<file path="config.mk">
export PLATFORM = sky130hd
export DESIGN_NAME = tlik_div_cell
export DESIGN_NICKNAME = d
export VERILOG_FILES = /design/src/design/tlik_pkg.sv /design/src/design/tlik_div_cell.sv
export SDC_FILE = /design/constraint.sdc
export NUM_CORES = 1
export LEC_CHECK = 0
export BUFFER_PORTS_ARGS = -buffer_cell sky130_fd_sc_hd__buf_2
export CAP_MARGIN = 0
export CORE_MARGIN = 10
export CORE_UTILIZATION = 33
export CTS_BUF_LIST = sky130_fd_sc_hd__clkbuf_8
export CTS_CLUSTER_DIAMETER = 150
export DETAILED_ROUTE_END_ITERATION = 10
export SLEW_MARGIN = 0
export SYNTH_ARGS = -nofsm -noshare
export SYNTH_HDL_FRONTEND = slang
export SYNTH_SLANG_ARGS = --single-unit
export TNS_END_PERCENT = 5
</file>
<file path="constraint.sdc">
create_clock -name clk -period 3.6 [get_ports clk]
set_input_delay 0.18 -clock clk [delete_from_list [all_inputs] [get_ports clk]]
set_output_delay 0.18 -clock clk [all_outputs]
set_load 0.01 [all_outputs]
</file>
<file path="src/design/tlik_pkg.sv">
// Shared types, constants and the arctangent table of the arm solver.
`default_nettype none
package tlik_pkg;

	localparam int WORD_BITS    = 64;
	localparam int CV_BITS      = 48;
	localparam int LINK_BITS    = 22;
	localparam int SQRT_STEPS   = 32;
	localparam int DIV_STEPS    = 30;
	localparam int CORDIC_STEPS = 28;
	localparam int NORM_STEPS   = 6;
	// normalized max(|x|,|y|) lies in [2^(NORM_MSB-1), 2^NORM_MSB)
	localparam int NORM_MSB     = 41;

	typedef logic [WORD_BITS-1:0]      word_t;
	typedef logic signed [CV_BITS-1:0] cv_t;
	typedef logic [LINK_BITS-1:0]      link_t;

	localparam link_t       LINK_RESET = 22'd65536;
	localparam logic [31:0] HALF_TURN  = 32'h8000_0000;
	localparam logic [31:0] Q_ONE      = 32'h4000_0000;
	localparam word_t       Q_ONE_SQ   = 64'h1000_0000_0000_0000;

	// register index codes, decoded from paddr[2]
	localparam logic REG_UPPER = 1'b0;
	localparam logic REG_LOWER = 1'b1;

	localparam logic [31:0] ARC_TAB [CORDIC_STEPS] = '{
		32'd536870912, 32'd316933406, 32'd167458907, 32'd85004756, 32'd42667331,
		32'd21354465, 32'd10679838, 32'd5340245, 32'd2670163, 32'd1335087,
		32'd667544, 32'd333772, 32'd166886, 32'd83443, 32'd41722, 32'd20861,
		32'd10430, 32'd5215, 32'd2608, 32'd1304, 32'd652, 32'd326, 32'd163,
		32'd81, 32'd41, 32'd20, 32'd10, 32'd5
	};

	typedef struct packed {
		word_t v;
		word_t res;
	} sqrt_t;

	typedef struct packed {
		word_t                mag;
		word_t                den;
		logic [DIV_STEPS-1:0] q;
		logic                 neg;
		logic                 clamp;
	} div_t;

	typedef struct packed {
		cv_t         x;
		cv_t         y;
		logic [31:0] z;
		logic        zero;
	} cordic_t;

	typedef struct packed {
		logic  br;
		logic  flag;
		word_t r2;
	} side_t;

endpackage
`default_nettype wire

</file>
<file path="src/design/tlik_div_cell.sv">
// One quotient-bit cell of the restoring divider chain.
`default_nettype none
module tlik_div_cell (
	input  logic           clk,
	input  logic           en,
	input  tlik_pkg::div_t d,
	output tlik_pkg::div_t q
);
	import tlik_pkg::*;

	div_t nxt;

	always_comb begin
		nxt      = d;
		nxt.mag  = {d.mag[WORD_BITS-2:0], 1'b0};
		nxt.q    = {d.q[DIV_STEPS-2:0], 1'b0};
		if (nxt.mag >= d.den) begin
			nxt.mag  = nxt.mag - d.den;
			nxt.q[0] = 1'b1;
		end
	end

	always_ff @(posedge clk) begin
		if (en) begin
			q <= nxt;
		end
	end
endmodule
`default_nettype wire

</file>
**Word-level counts from Yosys, hierarchy flattened**

Cells that the tools add are included.

- Input bits: 162
- Latch bits: 0
- Memories: 0
- Memory bits (writable): 0
- Memory bits (read-only): 0
- Register bits after elaboration: 160

- Div/mod/pow operators: 0
- Bitwise operators: 0
- Equality and inequality tests: 0
- Reduce and logical (&&, ||, !) cells: 0
- Add/subtract/negate cells: 1
- $lt $le $gt $ge: 1
- Muxes and demuxes: 2
- Shift-type cells: 0
- $mul: 0

Operator list:

| operator | number |
|---|---|
| greater-or-equal comparator 64 bit | 1 |
| two-way mux 64 bit | 1 |
| subtractor 64 bit | 1 |
| two-way mux 1 bit | 1 |

**Longest topological paths before layout**

- Depth after elaboration: 2
- Gate-level depth with buffers: 15

**Worst setup path before layout**

OpenSTA, ideal clock, no wires.

- Path type: input port to flip-flop
- Start: input d[32] in the netlist's numbering
- End: register q[102] in the netlist's numbering, data pin
- Setup slack: 684 ps
- Stages: 12
- Library setup time: 262 ps
- Data arrival time: 2,654 ps
- Path through: inv_1 -> fa_1 -> a211oi_1 -> o211ai_1 -> a21oi_1 -> o211ai_1 -> a211oi_1 -> o2111ai_1 -> nand2_1 -> inv_2 -> buf_4 -> mux2_1

RTL lines:

| element | line | source |
|---|---|---|
| start: declaration | tlik_div_cell.sv:6 | `input tlik_pkg::div_t d,` |
| end signal: assignment | tlik_div_cell.sv:25 | `q <= nxt;` |
| end: declaration | tlik_div_cell.sv:7 | `output tlik_pkg::div_t q` |

==> metrics.yaml <==
routing:
  wl_per_cell_um: 18.21
  drcViolationCount: 0
  num_vias: 9037
  met2_length_um: 15950
  met1Wirelength_um: 14280
  first_iter_violations: 718
  wirelength_um: 33130
  viasPerCell: 4.968
  highest_layer: "met4"
  dr.pass1.iters: 5
  wl_met3_um: 2545
  drtAntennaViolNets: 0
logic_synthesis:
  synthCells: 983
  yosysSeqAreaShare_pct: 48.89
  synth_cell_types: 67
  synth.avg_cell_area_um2: 9.997
  synth_edf_count: 160
  synth-warning-count: 0
  syn_area_um2: 9827
  postSynth.asyncResetShare_pct: 0
  synthesis.nets: 1210
  ys.flop_type: "edfxtp_1"
  synth_seq_cells: 160
floorplanning:
  core-area_um2: 29480
  io_pins: 322
  die-area_um2: 37080
  dieHeight_um: 192.6
  start_util_pct: 33.33
  row_count: 63
  die_x_um: 192.6
layout:
  mostFrequentLayoutCells: "buf_2 (318), edfxtp_1 (160), a21oi_1 (127), dlygate4sd3_1 (119), nor2_1 (94)"
  final_nets: 1642
  layout_commonest_cell: "buf_2"
  ff_latch_area_um2: 4805
  drive_gt1_share_pct: 28.29
  syn_to_final_growth_pct: 38.26
  largest_reg_flops: 160
  top_register: "q"
  largest_registers: "q (160)"
  multi_input_area_um2: 4567
  fillCellCount: 2772
  fin_area_um2: 13590
clock_tree:
  htreeDepth: 4
  cts_tree: "built"
  path_clk_slew_ns: 0.11
  cts-root-buf: "clkbuf_8"
  cts_made_buffers: 17
  cts_buffer_depth: 2
  clock_sinks: 160
place:
  dp_hpwl_um: 25360
  port_buffers: 319
  dp_slack_ns: 0.1232
  placed_cell_area_um2: 11920
  gp_congestion: 0.9139
timing:
  relSlewSlack_pct: 42.96
  rsz0062_at_grt: "false"
  tns_ns: 0
  finalCriticalPeriod_ns: 3.369
  final_hold_viol_count: 0
  setup_slack_ns: 0.2314
  slew_violations: 0
  tightest_slew_ns: 0.8557
  max_freq_ghz: 0.2969
  fin_crit_sh_pct: 93.57
  setup_viol: 0
worst_setup_path:
  max_stage_delay_ns: 0.56
  cp-start-kind: "input port"
  cp_max_fo: 4
  arrival_ns: 3.67
  cp_slowest_cell: "dlygate4sd3_1"
  critical_path_class: "input port to register"
  end_kind: "register"
  cp_cell_sequence: "dlygate4sd3_1, buf_2, inv_1, fa_1, a211oi_2, o211ai_1, a211oi_2, o211ai_1, a21oi_1, nor3_1, nand2b_1, a2111o_1, o311ai_1"
  crit_required_ns: 3.90
outcome:
  status: "completed"
hold_path:
  min_path_type: "input port to register"
grt:
  overflow: 0
  grt_pass1_vias: 9101
  grt_pass1_wl_um: 50370
  track_usage_pct: 17.31
  antenna_found_initial: 0
  grt_max_degree: 82
power_and_ir_drop:
  ir_worst_vdd_uv: 234.5
  p_leak_nw: 5.955
  power_density_nw_per_um2: 396.0
flow_run:
  drv_cap: 0
[critical path: cells and delay by family]
| family | cells | cell delay [ns] |
|---|---|---|
| fa+ha+maj | 1 | 0.51 |
| simple gates | 2 | 0.32 |
| buf+inv | 3 | 0.80 |
| compound gates | 7 | 1.85 |
[through the flow]
step | util (%) | hold slack [ns] | total power [mW] | std cells
3_5_place_dp | 40.43 | 0.3582 | 3.870 | 1667
3_3_place_gp | 40.43 | 0.3572 | 3.851 | 1667
6_report | 46.09 | 0.03183 | 5.380 | 1819
2_1_floorplan | - | 0.2789 | 3.265 | 983
5_1_grt | 46.08 | 0.02937 | 5.680 | 1818
4_1_cts | 45.90 | 0.0008105 | 5.430 | 1818
[cell type report]
| type | instances | share of cell area, % |
|---|---|---|
| Clock inverter | 15 | 1.400 |
| Antenna cell | 1 | 0.01842 |
| Clock buffer | 17 | 1.722 |
| Tap cell | 390 | 3.591 |
| Timing Repair Buffer | 459 | 22.00 |
| Inverter | 83 | 2.293 |
| Multi-Input combinational cell | 694 | 33.61 |
| Sequential cell | 160 | 35.36 |
[worst paths after layout]
| path | startpoint | endpoint | depth (start not counted) |
|---|---|---|---|
| setup / recovery | d[32] | q[158] | 13 |
| hold / removal | d[132] | q[133] | 3 |
[synthesized netlist by cell type, drive strengths merged, types with 7 or more instances]
cell type	count	area, µm²
nand3	8	40.04
buf	14	75.07
ha	64	800.8
xor2	25	219.0
inv	83	311.6
nand2	79	301.5
nand4	30	187.7
a21oi	128	640.6
a21o	29	219.0
nor2b	14	87.58
nand2b	8	50.05
o21ai	55	286.5
o21bai	17	127.6
o21a	7	52.55
xnor2	30	262.8
nor3	8	45.04
nor2	94	352.8
a211oi	16	125.1
o211ai	8	65.06
clkbuf	32	120.1
edfxtp	160	4805
[layer usage]
metal / global-route usage [%] / up-vias
met1: 21.74 / 4235
met5: 0 / -
li1: - / 4444
met3: 4.536 / 24
met4: 4.651 / 0
met2: 28.85 / 334
[where the power goes]
group          leakage (nW)  total (mW)  switching, mW  internal, mW
registers              1.57        2.34         0.0503          2.29
logic                  4.18        1.61          0.938         0.672
clock network         0.209        1.43          0.892         0.540
total                  5.96        5.38           1.88          3.50
[logic make-up after synthesis]
family | after synthesis | share of synthesized area (%)
compound gates | 301 | 19.32
xor+xnor | 55 | 4.902
fa+ha+maj | 65 | 8.352
buf+inv | 129 | 5.157
flops | 160 | 48.89
mux | 6 | 0.6493
simple gates | 267 | 12.73
[what timing repair did]
| item | in CTS | in global routing |
|---|---|---|
| buffers inserted | 0 | 0 |
| endpoints found under the hold margin | 119 | 0 |
| endpoints found under the setup margin | 0 | 27 |
| gates resized for setup | 0 | 9 |
| hold buffers | 119 | 0 |
No activity file was read; power rests on OpenSTA's default activity.
