File: src/design/tlik_pkg.sv
// Shared types, constants and the arctangent table of the arm solver.
`default_nettype none
package tlik_pkg;

	localparam int WORD_BITS    = 64;
	localparam int CV_BITS      = 48;
	localparam int LINK_BITS    = 22;
	localparam int SQRT_STEPS   = 32;
	localparam int DIV_STEPS    = 30;
	localparam int CORDIC_STEPS = 28;
	localparam int NORM_STEPS   = 6;
	// normalized max(|x|,|y|) lies in [2^(NORM_MSB-1), 2^NORM_MSB)
	localparam int NORM_MSB     = 41;

	typedef logic [WORD_BITS-1:0]      word_t;
	typedef logic signed [CV_BITS-1:0] cv_t;
	typedef logic [LINK_BITS-1:0]      link_t;

	localparam link_t       LINK_RESET = 22'd65536;
	localparam logic [31:0] HALF_TURN  = 32'h8000_0000;
	localparam logic [31:0] Q_ONE      = 32'h4000_0000;
	localparam word_t       Q_ONE_SQ   = 64'h1000_0000_0000_0000;

	// register index codes, decoded from paddr[2]
	localparam logic REG_UPPER = 1'b0;
	localparam logic REG_LOWER = 1'b1;

	localparam logic [31:0] ARC_TAB [CORDIC_STEPS] = '{
		32'd536870912, 32'd316933406, 32'd167458907, 32'd85004756, 32'd42667331,
		32'd21354465, 32'd10679838, 32'd5340245, 32'd2670163, 32'd1335087,
		32'd667544, 32'd333772, 32'd166886, 32'd83443, 32'd41722, 32'd20861,
		32'd10430, 32'd5215, 32'd2608, 32'd1304, 32'd652, 32'd326, 32'd163,
		32'd81, 32'd41, 32'd20, 32'd10, 32'd5
	};

	typedef struct packed {
		word_t v;
		word_t res;
	} sqrt_t;

	typedef struct packed {
		word_t                mag;
		word_t                den;
		logic [DIV_STEPS-1:0] q;
		logic                 neg;
		logic                 clamp;
	} div_t;

	typedef struct packed {
		cv_t         x;
		cv_t         y;
		logic [31:0] z;
		logic        zero;
	} cordic_t;

	typedef struct packed {
		logic  br;
		logic  flag;
		word_t r2;
	} side_t;

endpackage
`default_nettype wire

File: src/design/tlik_sqrt_cell.sv
// One digit cell of the integer square root chain.
`default_nettype none
module tlik_sqrt_cell #(
	parameter int STEP = 0
) (
	input  logic            clk,
	input  logic            en,
	input  tlik_pkg::sqrt_t d,
	output tlik_pkg::sqrt_t q
);
	import tlik_pkg::*;

	localparam word_t BIT = word_t'(1) << (62 - 2 * STEP);

	word_t trial;
	sqrt_t nxt;

	always_comb begin
		trial   = d.res + BIT;
		nxt.v   = d.v;
		nxt.res = d.res >> 1;
		if (d.v >= trial) begin
			nxt.v   = d.v - trial;
			nxt.res = (d.res >> 1) + BIT;
		end
	end

	always_ff @(posedge clk) begin
		if (en) begin
			q <= nxt;
		end
	end
endmodule
`default_nettype wire

File: config.mk
export PLATFORM = sky130hd
export DESIGN_NAME = tlik_sqrt_cell
export DESIGN_NICKNAME = d
export VERILOG_FILES = /design/src/design/tlik_pkg.sv /design/src/design/tlik_sqrt_cell.sv
export SDC_FILE = /design/constraint.sdc
export NUM_CORES = 1
export LEC_CHECK = 0
export BUFFER_PORTS_ARGS = -buffer_cell sky130_fd_sc_hd__buf_2
export CORE_MARGIN = 3
export CORE_UTILIZATION = 53
export DETAILED_ROUTE_END_ITERATION = 8
export PLACE_DENSITY = 0.82
export SETUP_SLACK_MARGIN = 0.05
export SYNTH_ARGS = -nofsm -noshare
export SYNTH_HDL_FRONTEND = slang
export SYNTH_SLANG_ARGS = --single-unit
File: constraint.sdc
create_clock -name clk -period 4.8 [get_ports clk]
set_input_delay 0.72 -clock clk [delete_from_list [all_inputs] [get_ports clk]]
set_output_delay 0.72 -clock clk [all_outputs]
set_load 0.02 [all_outputs]
# --- After elaboration in Yosys (flattened, before gate mapping) ---
# Cells that the tools add are included.
classes:
  bitwise: 0
  addsub: 3
  n_mul: 0
  n_eq_ne: 0
  n_mux: 1
  magnitude_cmp: 1
  reduce_logical: 0
  n_shift: 0
  div: 0
ops:
  columns: ["cell", "count"]
  rows:
  - ["$mux W128", 1]
  - ["$add A63 B63 Y64 const B", 1]
  - ["$add A64 B63 Y64 const B", 1]
  - ["$ge A64 B64 Y1", 1]
  - ["$sub A64 B64 Y64", 1]
word_totals:
  n_memories: 0
  ram_bits: 0
  regBits: 128
  latch_bits: 0
  mem_bits_ro: 0
  input_bits: 130
  word_cells: 8
  output_inout_bits: 128

# --- Longest topological paths before layout ---
# Gate-level depths: netlist of run 1.
logic_depth:
  word_depth: 3
  ltp_mapped: 14
  mapped_depth_nobuf: 13

# --- Worst setup path before layout of run 1 ---
# OpenSTA, ideal clock, no wires.
synth_timing:
  kind: "input -> register"
  startpoint: "input port d[16] in the netlist's numbering"
  endpoint: "register q[124] in the netlist's numbering, data pin"
  n_path_buf: 0
  arrival_time_ns: 3.326
  cell_stages: 12
  setup_time_ns: 0.257
  t_required_ns: 4.543
  setup_slack_ns: 1.217
  path_cell_list: "inv_1 ha_1 and2_1 nand3_1 or3_1 a41o_1 nor3_2 o21ai_1 o41ai_4 or4b_1 a21oi_1 nor3_1"
synth_lines:
  columns: ["item", "line", "rtl"]
  rows:
  - ["start: declaration", "tlik_sqrt_cell.sv:8", "input tlik_pkg::sqrt_t d,"]
  - ["end signal: assignment", "tlik_sqrt_cell.sv:30", "q <= nxt;"]
  - ["end: declaration", "tlik_sqrt_cell.sv:9", "output tlik_pkg::sqrt_t q"]

==> impl_metrics.json, run 1 <==
{
  "wire_length_of_the_first_global_routing_pass_um": 36780,
  "area_used_by_multi_input_combinational_logic_mm2": 0.004319,
  "final-max-slew-violation-count": 0,
  "cts_max_path_buffers": 2,
  "clk_transition_reported_paths_ns": 0.06,
  "groute.usage.overall_pct": 25.50,
  "synth_cell_types": 58,
  "grt_antenna_before_repair": 1,
  "cts-resized-gates": 0,
  "slew_headroom_pct": 39.45,
  "worst_path_dominant_cell_family": "compound AO/OA/AOI/OAI gates",
  "first_drt_iteration_drcs": 698,
  "postRouteWirelength_um": 23040,
  "place.port_buffers": 257,
  "layout.filler_cells": 1230,
  "critical_path_class": "in -> reg",
  "worstMarginPinSlew_ns": 0.9082,
  "global_route.overflow_total": 0,
  "grt_pass1_vias": 7456,
  "worst-endpoint-required_ns": 4.97,
  "wire_per_inst_um": 17.01,
  "post-layout-total-power_mw": 3.846,
  "timing.critical_path.cells": "buf_2, inv_1, ha_1, and2_1, nand3_1, or3_1, a41o_1, nor3_2, o21ai_1, o41ai_4, buf_4, mux2_2",
  "rsz0062_at_grt": "no",
  "vias": 7593,
  "worst_hold_path.endpoint": "q[7]",
  "finalWorstSetupSlack_ns": 0.9710,
  "ctsHtreeMaxLevel": 4,
  "timing.critical_path.slowest_stage_cell": "o41ai_4",
  "num_io_pins": 258,
  "antenna_violating_nets_post_route": 0,
  "hold_path_depth": 1,
  "reg_top3": "q (128)",
  "synth_top_cells_by_area": "edfxtp_1 45%, ha_1 9.3%, a21oi_1 6.5%, a21o_1 4.3%, xnor2_1 3.7%",
  "route.detailed.drc": 0,
  "seq_area_frac_synth_pct": 44.64,
  "timing.fmax_mhz": 261.2,
  "synthesis.instances": 885,
  "period_share_pct": 79.77,
  "pwr_density_cell_mw_per_mm2": 361.0,
  "cts-hold-fix-buffers": 0,
  "cts_tree": "yes",
  "dieHeight_um": 133.5,
  "floorplan.initialDensity_pct": 55.40,
  "dp_slack_ns": 0.5664,
  "avgSynthCellArea_um2": 9.728,
  "finalHoldViolCount": 0,
  "end_kind": "flop",
  "cts_setup_buffers": 0,
  "tns_ns": 0,
  "synth_largest_type_area_fraction_pct": 44.64,
  "final_period_minus_worst_setup_slack_ns": 3.829,
  "cts_num_sinks": 128,
  "timing.final.setup_violations": 0,
  "flow.area_growth_from_synthesis_pct": 23.75,
  "result_of_the_run": "complete, no violations",
  "design.core.area_mm2": 0.01554,
  "largest_reg_flops": 128,
  "dominantRegCellSynth": "edfxtp_1",
  "synth_nets": 1080,
  "insertedDiodeCount": 0,
  "vdd.ir_drop.worst_v": 0.0002535,
  "floorplan.die_area_mm2": 0.01781,
  "cts-root-buf": "clkbuf_16",
  "registers.top_by_ff_count": "q",
  "grt_max_degree": 100,
  "drive_gt1_share_pct": 27.03,
  "synth_top_area_cell": "edfxtp_1",
  "hpwlAfterDp_um": 17580,
  "synth_async_sr_flop_share_pct": 0,
  "hold_path_startpoint": "d[8]",
  "critical_path.n_buffers_inverters": 3,
  "place_congestion": 0.8948,
  "vias_per_cell": 5.608,
  "total_leakage_power_nw": 4.947,
  "worst_hold_path_type": "in -> reg",
  "synth.yosys.warnings": 0,
  "maxCapViolCount": 0,
  "ff_latch_area_mm2": 0.003844,
  "die_width_um": 133.5,
  "first_pass_iters": 5,
  "cts_inserted_buffers": 17,
  "synth_enable_flop_cells": 128,
  "fin_nets": 1326,
  "synth-seq-cells": 128,
  "arrival_ns": 4.00,
  "critPathMaxFanout": 30,
  "crit_path_max_incr_delay_ns": 0.59,
  "cp-start-kind": "primary input",
  "floorplan.rows": 45,
  "synth_area_mm2": 0.008610
}
## final cells by class
type                       count  area share, %
clock buffer                  19          4.063
clock inverter                12          1.351
inverter                      78          2.748
multi-input combinational    642          40.54
sequential                   128          36.08
tap                          211          2.478
timing repair buffer         264          12.74
## where the power goes
group          leakage [nW]  switching, mW  total [mW]  internal [mW]
logic                  3.42          0.699        1.12          0.424
clock network         0.275          0.487        1.29          0.806
registers              1.25         0.0328        1.43           1.40
## cells in the final DEF (no fill, tap or decap), types with 4 or more instances in the layout
master,n
o21ai_0,40
clkbuf_16,17
or2_2,4
a21boi_0,5
nand2_1,52
mux2_1,4
o31a_1,5
o21bai_1,11
and2_1,10
nor3_1,11
nand3_1,14
a21o_1,49
nor2b_1,10
xnor2_1,36
a21oi_1,111
a211oi_1,4
xor2_1,20
o21a_1,7
o211ai_1,7
buf_2,256
ha_1,64
or3_1,4
nor2_1,82
a31oi_1,7
and3_1,13
mux2_2,10
edfxtp_1,128
nand4_1,18
buf_4,6
a41oi_1,5
inv_1,78
## layer usage
metal	part of all wire, %	track usage (%)
met3	6.7	4.909
met1	43	33.12
met4	2.3	9.429
met2	48	42.66
met5	0.035	0
## cell usage after synthesis, types with 2 or more instances
| cell type | n |
|---|---|
| a21boi_0 | 5 |
| and3_1 | 13 |
| a31oi_1 | 7 |
| nor2b_1 | 10 |
| edfxtp_1 | 128 |
| mux2_1 | 4 |
| or3_1 | 4 |
| o21bai_1 | 11 |
| a211o_1 | 2 |
| o21ai_1 | 3 |
| a21oi_1 | 111 |
| nor3_1 | 11 |
| o31a_1 | 5 |
| mux2_2 | 10 |
| and4b_1 | 2 |
| nand4_1 | 18 |
| nand3_1 | 14 |
| and2_1 | 10 |
| nor2_1 | 82 |
| and4_1 | 3 |
| ha_1 | 64 |
| o21a_1 | 7 |
| buf_2 | 11 |
| a21o_1 | 49 |
| o21ai_0 | 40 |
| o211ai_1 | 7 |
| inv_1 | 78 |
| o41ai_1 | 2 |
| nand2b_1 | 3 |
| xor2_1 | 20 |
| clkbuf_1 | 25 |
| a41oi_1 | 5 |
| a211oi_1 | 4 |
| xnor2_1 | 36 |
| or2_2 | 4 |
| o22ai_1 | 2 |
| o31ai_1 | 2 |
| nand2_1 | 52 |
| nor4b_1 | 2 |
## worst max-delay path by stage
stage | startpoint | to | slack (ns) | cells after the start
floorplan | d[16] | q[124] | 1.22 | 12
global placement | d[16] | q[109] | 0.74 | 12
detailed placement | d[16] | q[118] | 0.57 | 12
CTS | d[16] | q[122] | 1.01 | 12
global route | d[16] | q[125] | 0.74 | 14
finish | d[16] | q[122] | 0.97 | 12
## kinds of logic (layout without fill, tap and decap cells)
kind of cell / Yosys count / after routing / synth area share [%]
flip-flops: 128 / 128 / 44.64
adder cells (fa/ha/maj): 65 / 65 / 9.534
XOR/XNOR: 56 / 56 / 5.697
buffers and inverters: 115 / 373 / 5.188
multiplexers: 15 / 15 / 1.947
AO/OA/AOI/OAI: 272 / 272 / 19.81
AND/OR/NAND/NOR: 234 / 234 / 13.18
## per-stage QoR
step | std cells | area (um^2) | hold WS, ns | utilization (%)
after global routing | 1354 | 10650 | 0.4854 | 68.56
after global placement | 1323 | 10080 | 0.9120 | 64.85
after CTS | 1354 | 10650 | 0.4755 | 68.56
final | 1354 | 10650 | 0.4816 | 68.56
after detailed placement | 1323 | 10080 | 0.9129 | 64.85
after floorplan | 885 | 8610 | 0.8189 | -
Power figures use the tool's default switching activity.
==> inputs of run 2 (changes only) <==
- CORE_UTILIZATION: 53 -> 48
- PLACE_DENSITY: 0.82 -> 0.78
- clock period: 4.8 -> 3.1 ns (I/O delays scaled with it)
==> run 2 against run 1 <==
  * Die area rose by 9.9%
  * First-iteration DRC count rose by 6.0%
  * Hold slack got worse by 0.26 ns
  * Setup slack worse by 0.90 ns
  * Utilization rose by 2.8 points
  * Count of clock-buffer cells in the layout decreased by 1
  * Routed wire length up 15%
  * Non-clock buffer count up 191
  * Critical endpoint is now q[125]
  * Largest power group unchanged
  * Highest routed layer is now met4
==> impl_metrics.json, run 2 (synthesis gave the netlist of run 1 again) <==
{
  "hold_path_startpoint": "d[61]",
  "grt_antenna_before_repair": 0,
  "timing.fmax_mhz": 330.2,
  "dieHeight_um": 139.9,
  "cts-root-buf": "clkbuf_16",
  "worst_hold_path_type": "in -> reg",
  "timing.critical_path.cells": "buf_2, inv_1, ha_1, a21o_1, a21o_1, a21o_1, a21oi_1, o21ai_2, a2111oi_4, o41ai_4, buf_6, buf_4, buf_6, and3_1, a311o_1, nor2_1",
  "hpwlAfterDp_um": 20160,
  "largest_reg_flops": 128,
  "cts_tree": "yes",
  "rsz0062_at_grt": "yes",
  "arrival_ns": 3.32,
  "total_leakage_power_nw": 5.941,
  "flow.area_growth_from_synthesis_pct": 44.41,
  "route.detailed.drc": 0,
  "most_frequent_cells_in_the_layout": "256 x buf_2, 191 x buf_4, 128 x edfxtp_1",
  "drive_gt1_share_pct": 40.48,
  "grt_pass1_vias": 8444,
  "area_used_by_multi_input_combinational_logic_mm2": 0.004609,
  "vias_per_cell": 5.420,
  "grt_max_degree": 58,
  "vias": 8450,
  "antenna_violating_nets_post_route": 0,
  "final_period_minus_worst_setup_slack_ns": 3.029,
  "timing.final.setup_violations": 0,
  "worst_path_dominant_cell_family": "compound AO/OA/AOI/OAI gates",
  "pwr_density_cell_mw_per_mm2": 513.6,
  "slew_headroom_pct": 62.65,
  "postRouteWirelength_um": 26400,
  "timing.critical_path.slowest_stage_cell": "a2111oi_4",
  "floorplan.die_area_mm2": 0.01958,
  "first_drt_iteration_drcs": 740,
  "place_congestion": 0.9124,
  "worst_path_most_repeated_cell": "a21o_1",
  "first_pass_iters": 5,
  "floorplan.initialDensity_pct": 49.43,
  "fin_nets": 1517,
  "maxCapViolCount": 0,
  "worst-endpoint-required_ns": 3.39,
  "global_route.overflow_total": 0,
  "post-route-cell-area_mm2": 0.01243,
  "floorplan.rows": 48,
  "period_share_pct": 97.69,
  "ff_latch_area_mm2": 0.003844,
  "critPathMaxFanout": 12,
  "critical_path.n_buffers_inverters": 5,
  "design.core.area_mm2": 0.01742,
  "result_of_the_run": "complete, no violations",
  "placement.cell_area_mm2": 0.01158,
  "postLayoutCoreUtil_pct": 71.39,
  "finalHoldViolCount": 0,
  "critical_path_class": "in -> reg",
  "insertedDiodeCount": 0,
  "worstMarginPinSlew_ns": 0.5602,
  "dp_slack_ns": -0.7062,
  "clk_transition_reported_paths_ns": 0.06,
  "whs_ns": 0.2258,
  "groute.usage.overall_pct": 25.88,
  "cts_num_sinks": 128,
  "cp-start-kind": "primary input",
  "cts_inserted_buffers": 17,
  "wire_length_of_the_first_global_routing_pass_um": 41310,
  "crit_path_max_incr_delay_ns": 0.40,
  "critical_path.startpoint": "d[33]",
  "finalWorstSetupSlack_ns": 0.07148,
  "num_io_pins": 258,
  "wire_per_inst_um": 16.94,
  "end_kind": "flop",
  "layout.filler_cells": 1231,
  "final-max-slew-violation-count": 0,
  "registers.top_by_ff_count": "q",
  "ctsHtreeMaxLevel": 4,
  "die_width_um": 139.9,
  "most_frequent_standard_cell_in_the_layout_excluding_fill_and_tap_cells": "buf_2",
  "place.port_buffers": 257,
  "reg_top3": "q (128)",
  "vdd.ir_drop.worst_v": 0.0004015,
  "cts_max_path_buffers": 2
}
==> run 2: cell types whose count changed in the layout (fill, tap and decap cells not counted), sizes merged <==
cell      before  now
clkbuf        19   18
clkinv         7    6
buf          264  455
clkinvlp       2    4
==> run 2: cell type report <==
class                           instances  share of cell area, %
Clock inverter                         13                  1.177
Tap cell                              225                  2.264
Sequential cell                       128                  30.91
Inverter                               78                  2.355
Multi-Input combinational cell        642                  37.07
Clock buffer                           18                  3.452
Timing Repair Buffer                  455                  22.76
==> run 2: layer usage <==
| metal | track usage, % | share of wire (%) | up-vias |
|---|---|---|---|
| met3 | 5.906 | 7.1 | 53 |
| met5 | 0 | 0 | - |
| met2 | 45.89 | 50 | 350 |
| li1 | - | - | 4107 |
| met1 | 31.62 | 40 | 3940 |
| met4 | 7.445 | 2.2 | 0 |
==> run 2: path summary, 6_finish.rpt <==
check	endpoint	depth (start not counted)	slack (ns)
setup / recovery	q[125]	16	0.07
hold / removal	q[60]	1	0.23
==> run 2: stage by stage <==
stage               cells  power [mW]  setup TNS (ns)
floorplan             885       3.420               0
global placement     1526       4.246          -22.58
detailed placement   1526       4.297          -33.80
CTS                  1559       6.349               0
global route         1559       6.670        -0.07912
finish               1559       6.386               0
==> run 2: repair_timing <==
item                                    CTS  global route
endpoints found under the setup margin   59            44
hold buffers                              0             0
setup buffers                             3             0
resized for setup                        19            29
pin swaps                                 9            13
==> run 2: where the power goes <==
part,internal [mW],switching [mW],total [mW]
registers,2.16,0.0463,2.21
logic,0.948,1.22,2.17
clock network,1.24,0.764,2.01
total,4.35,2.03,6.39
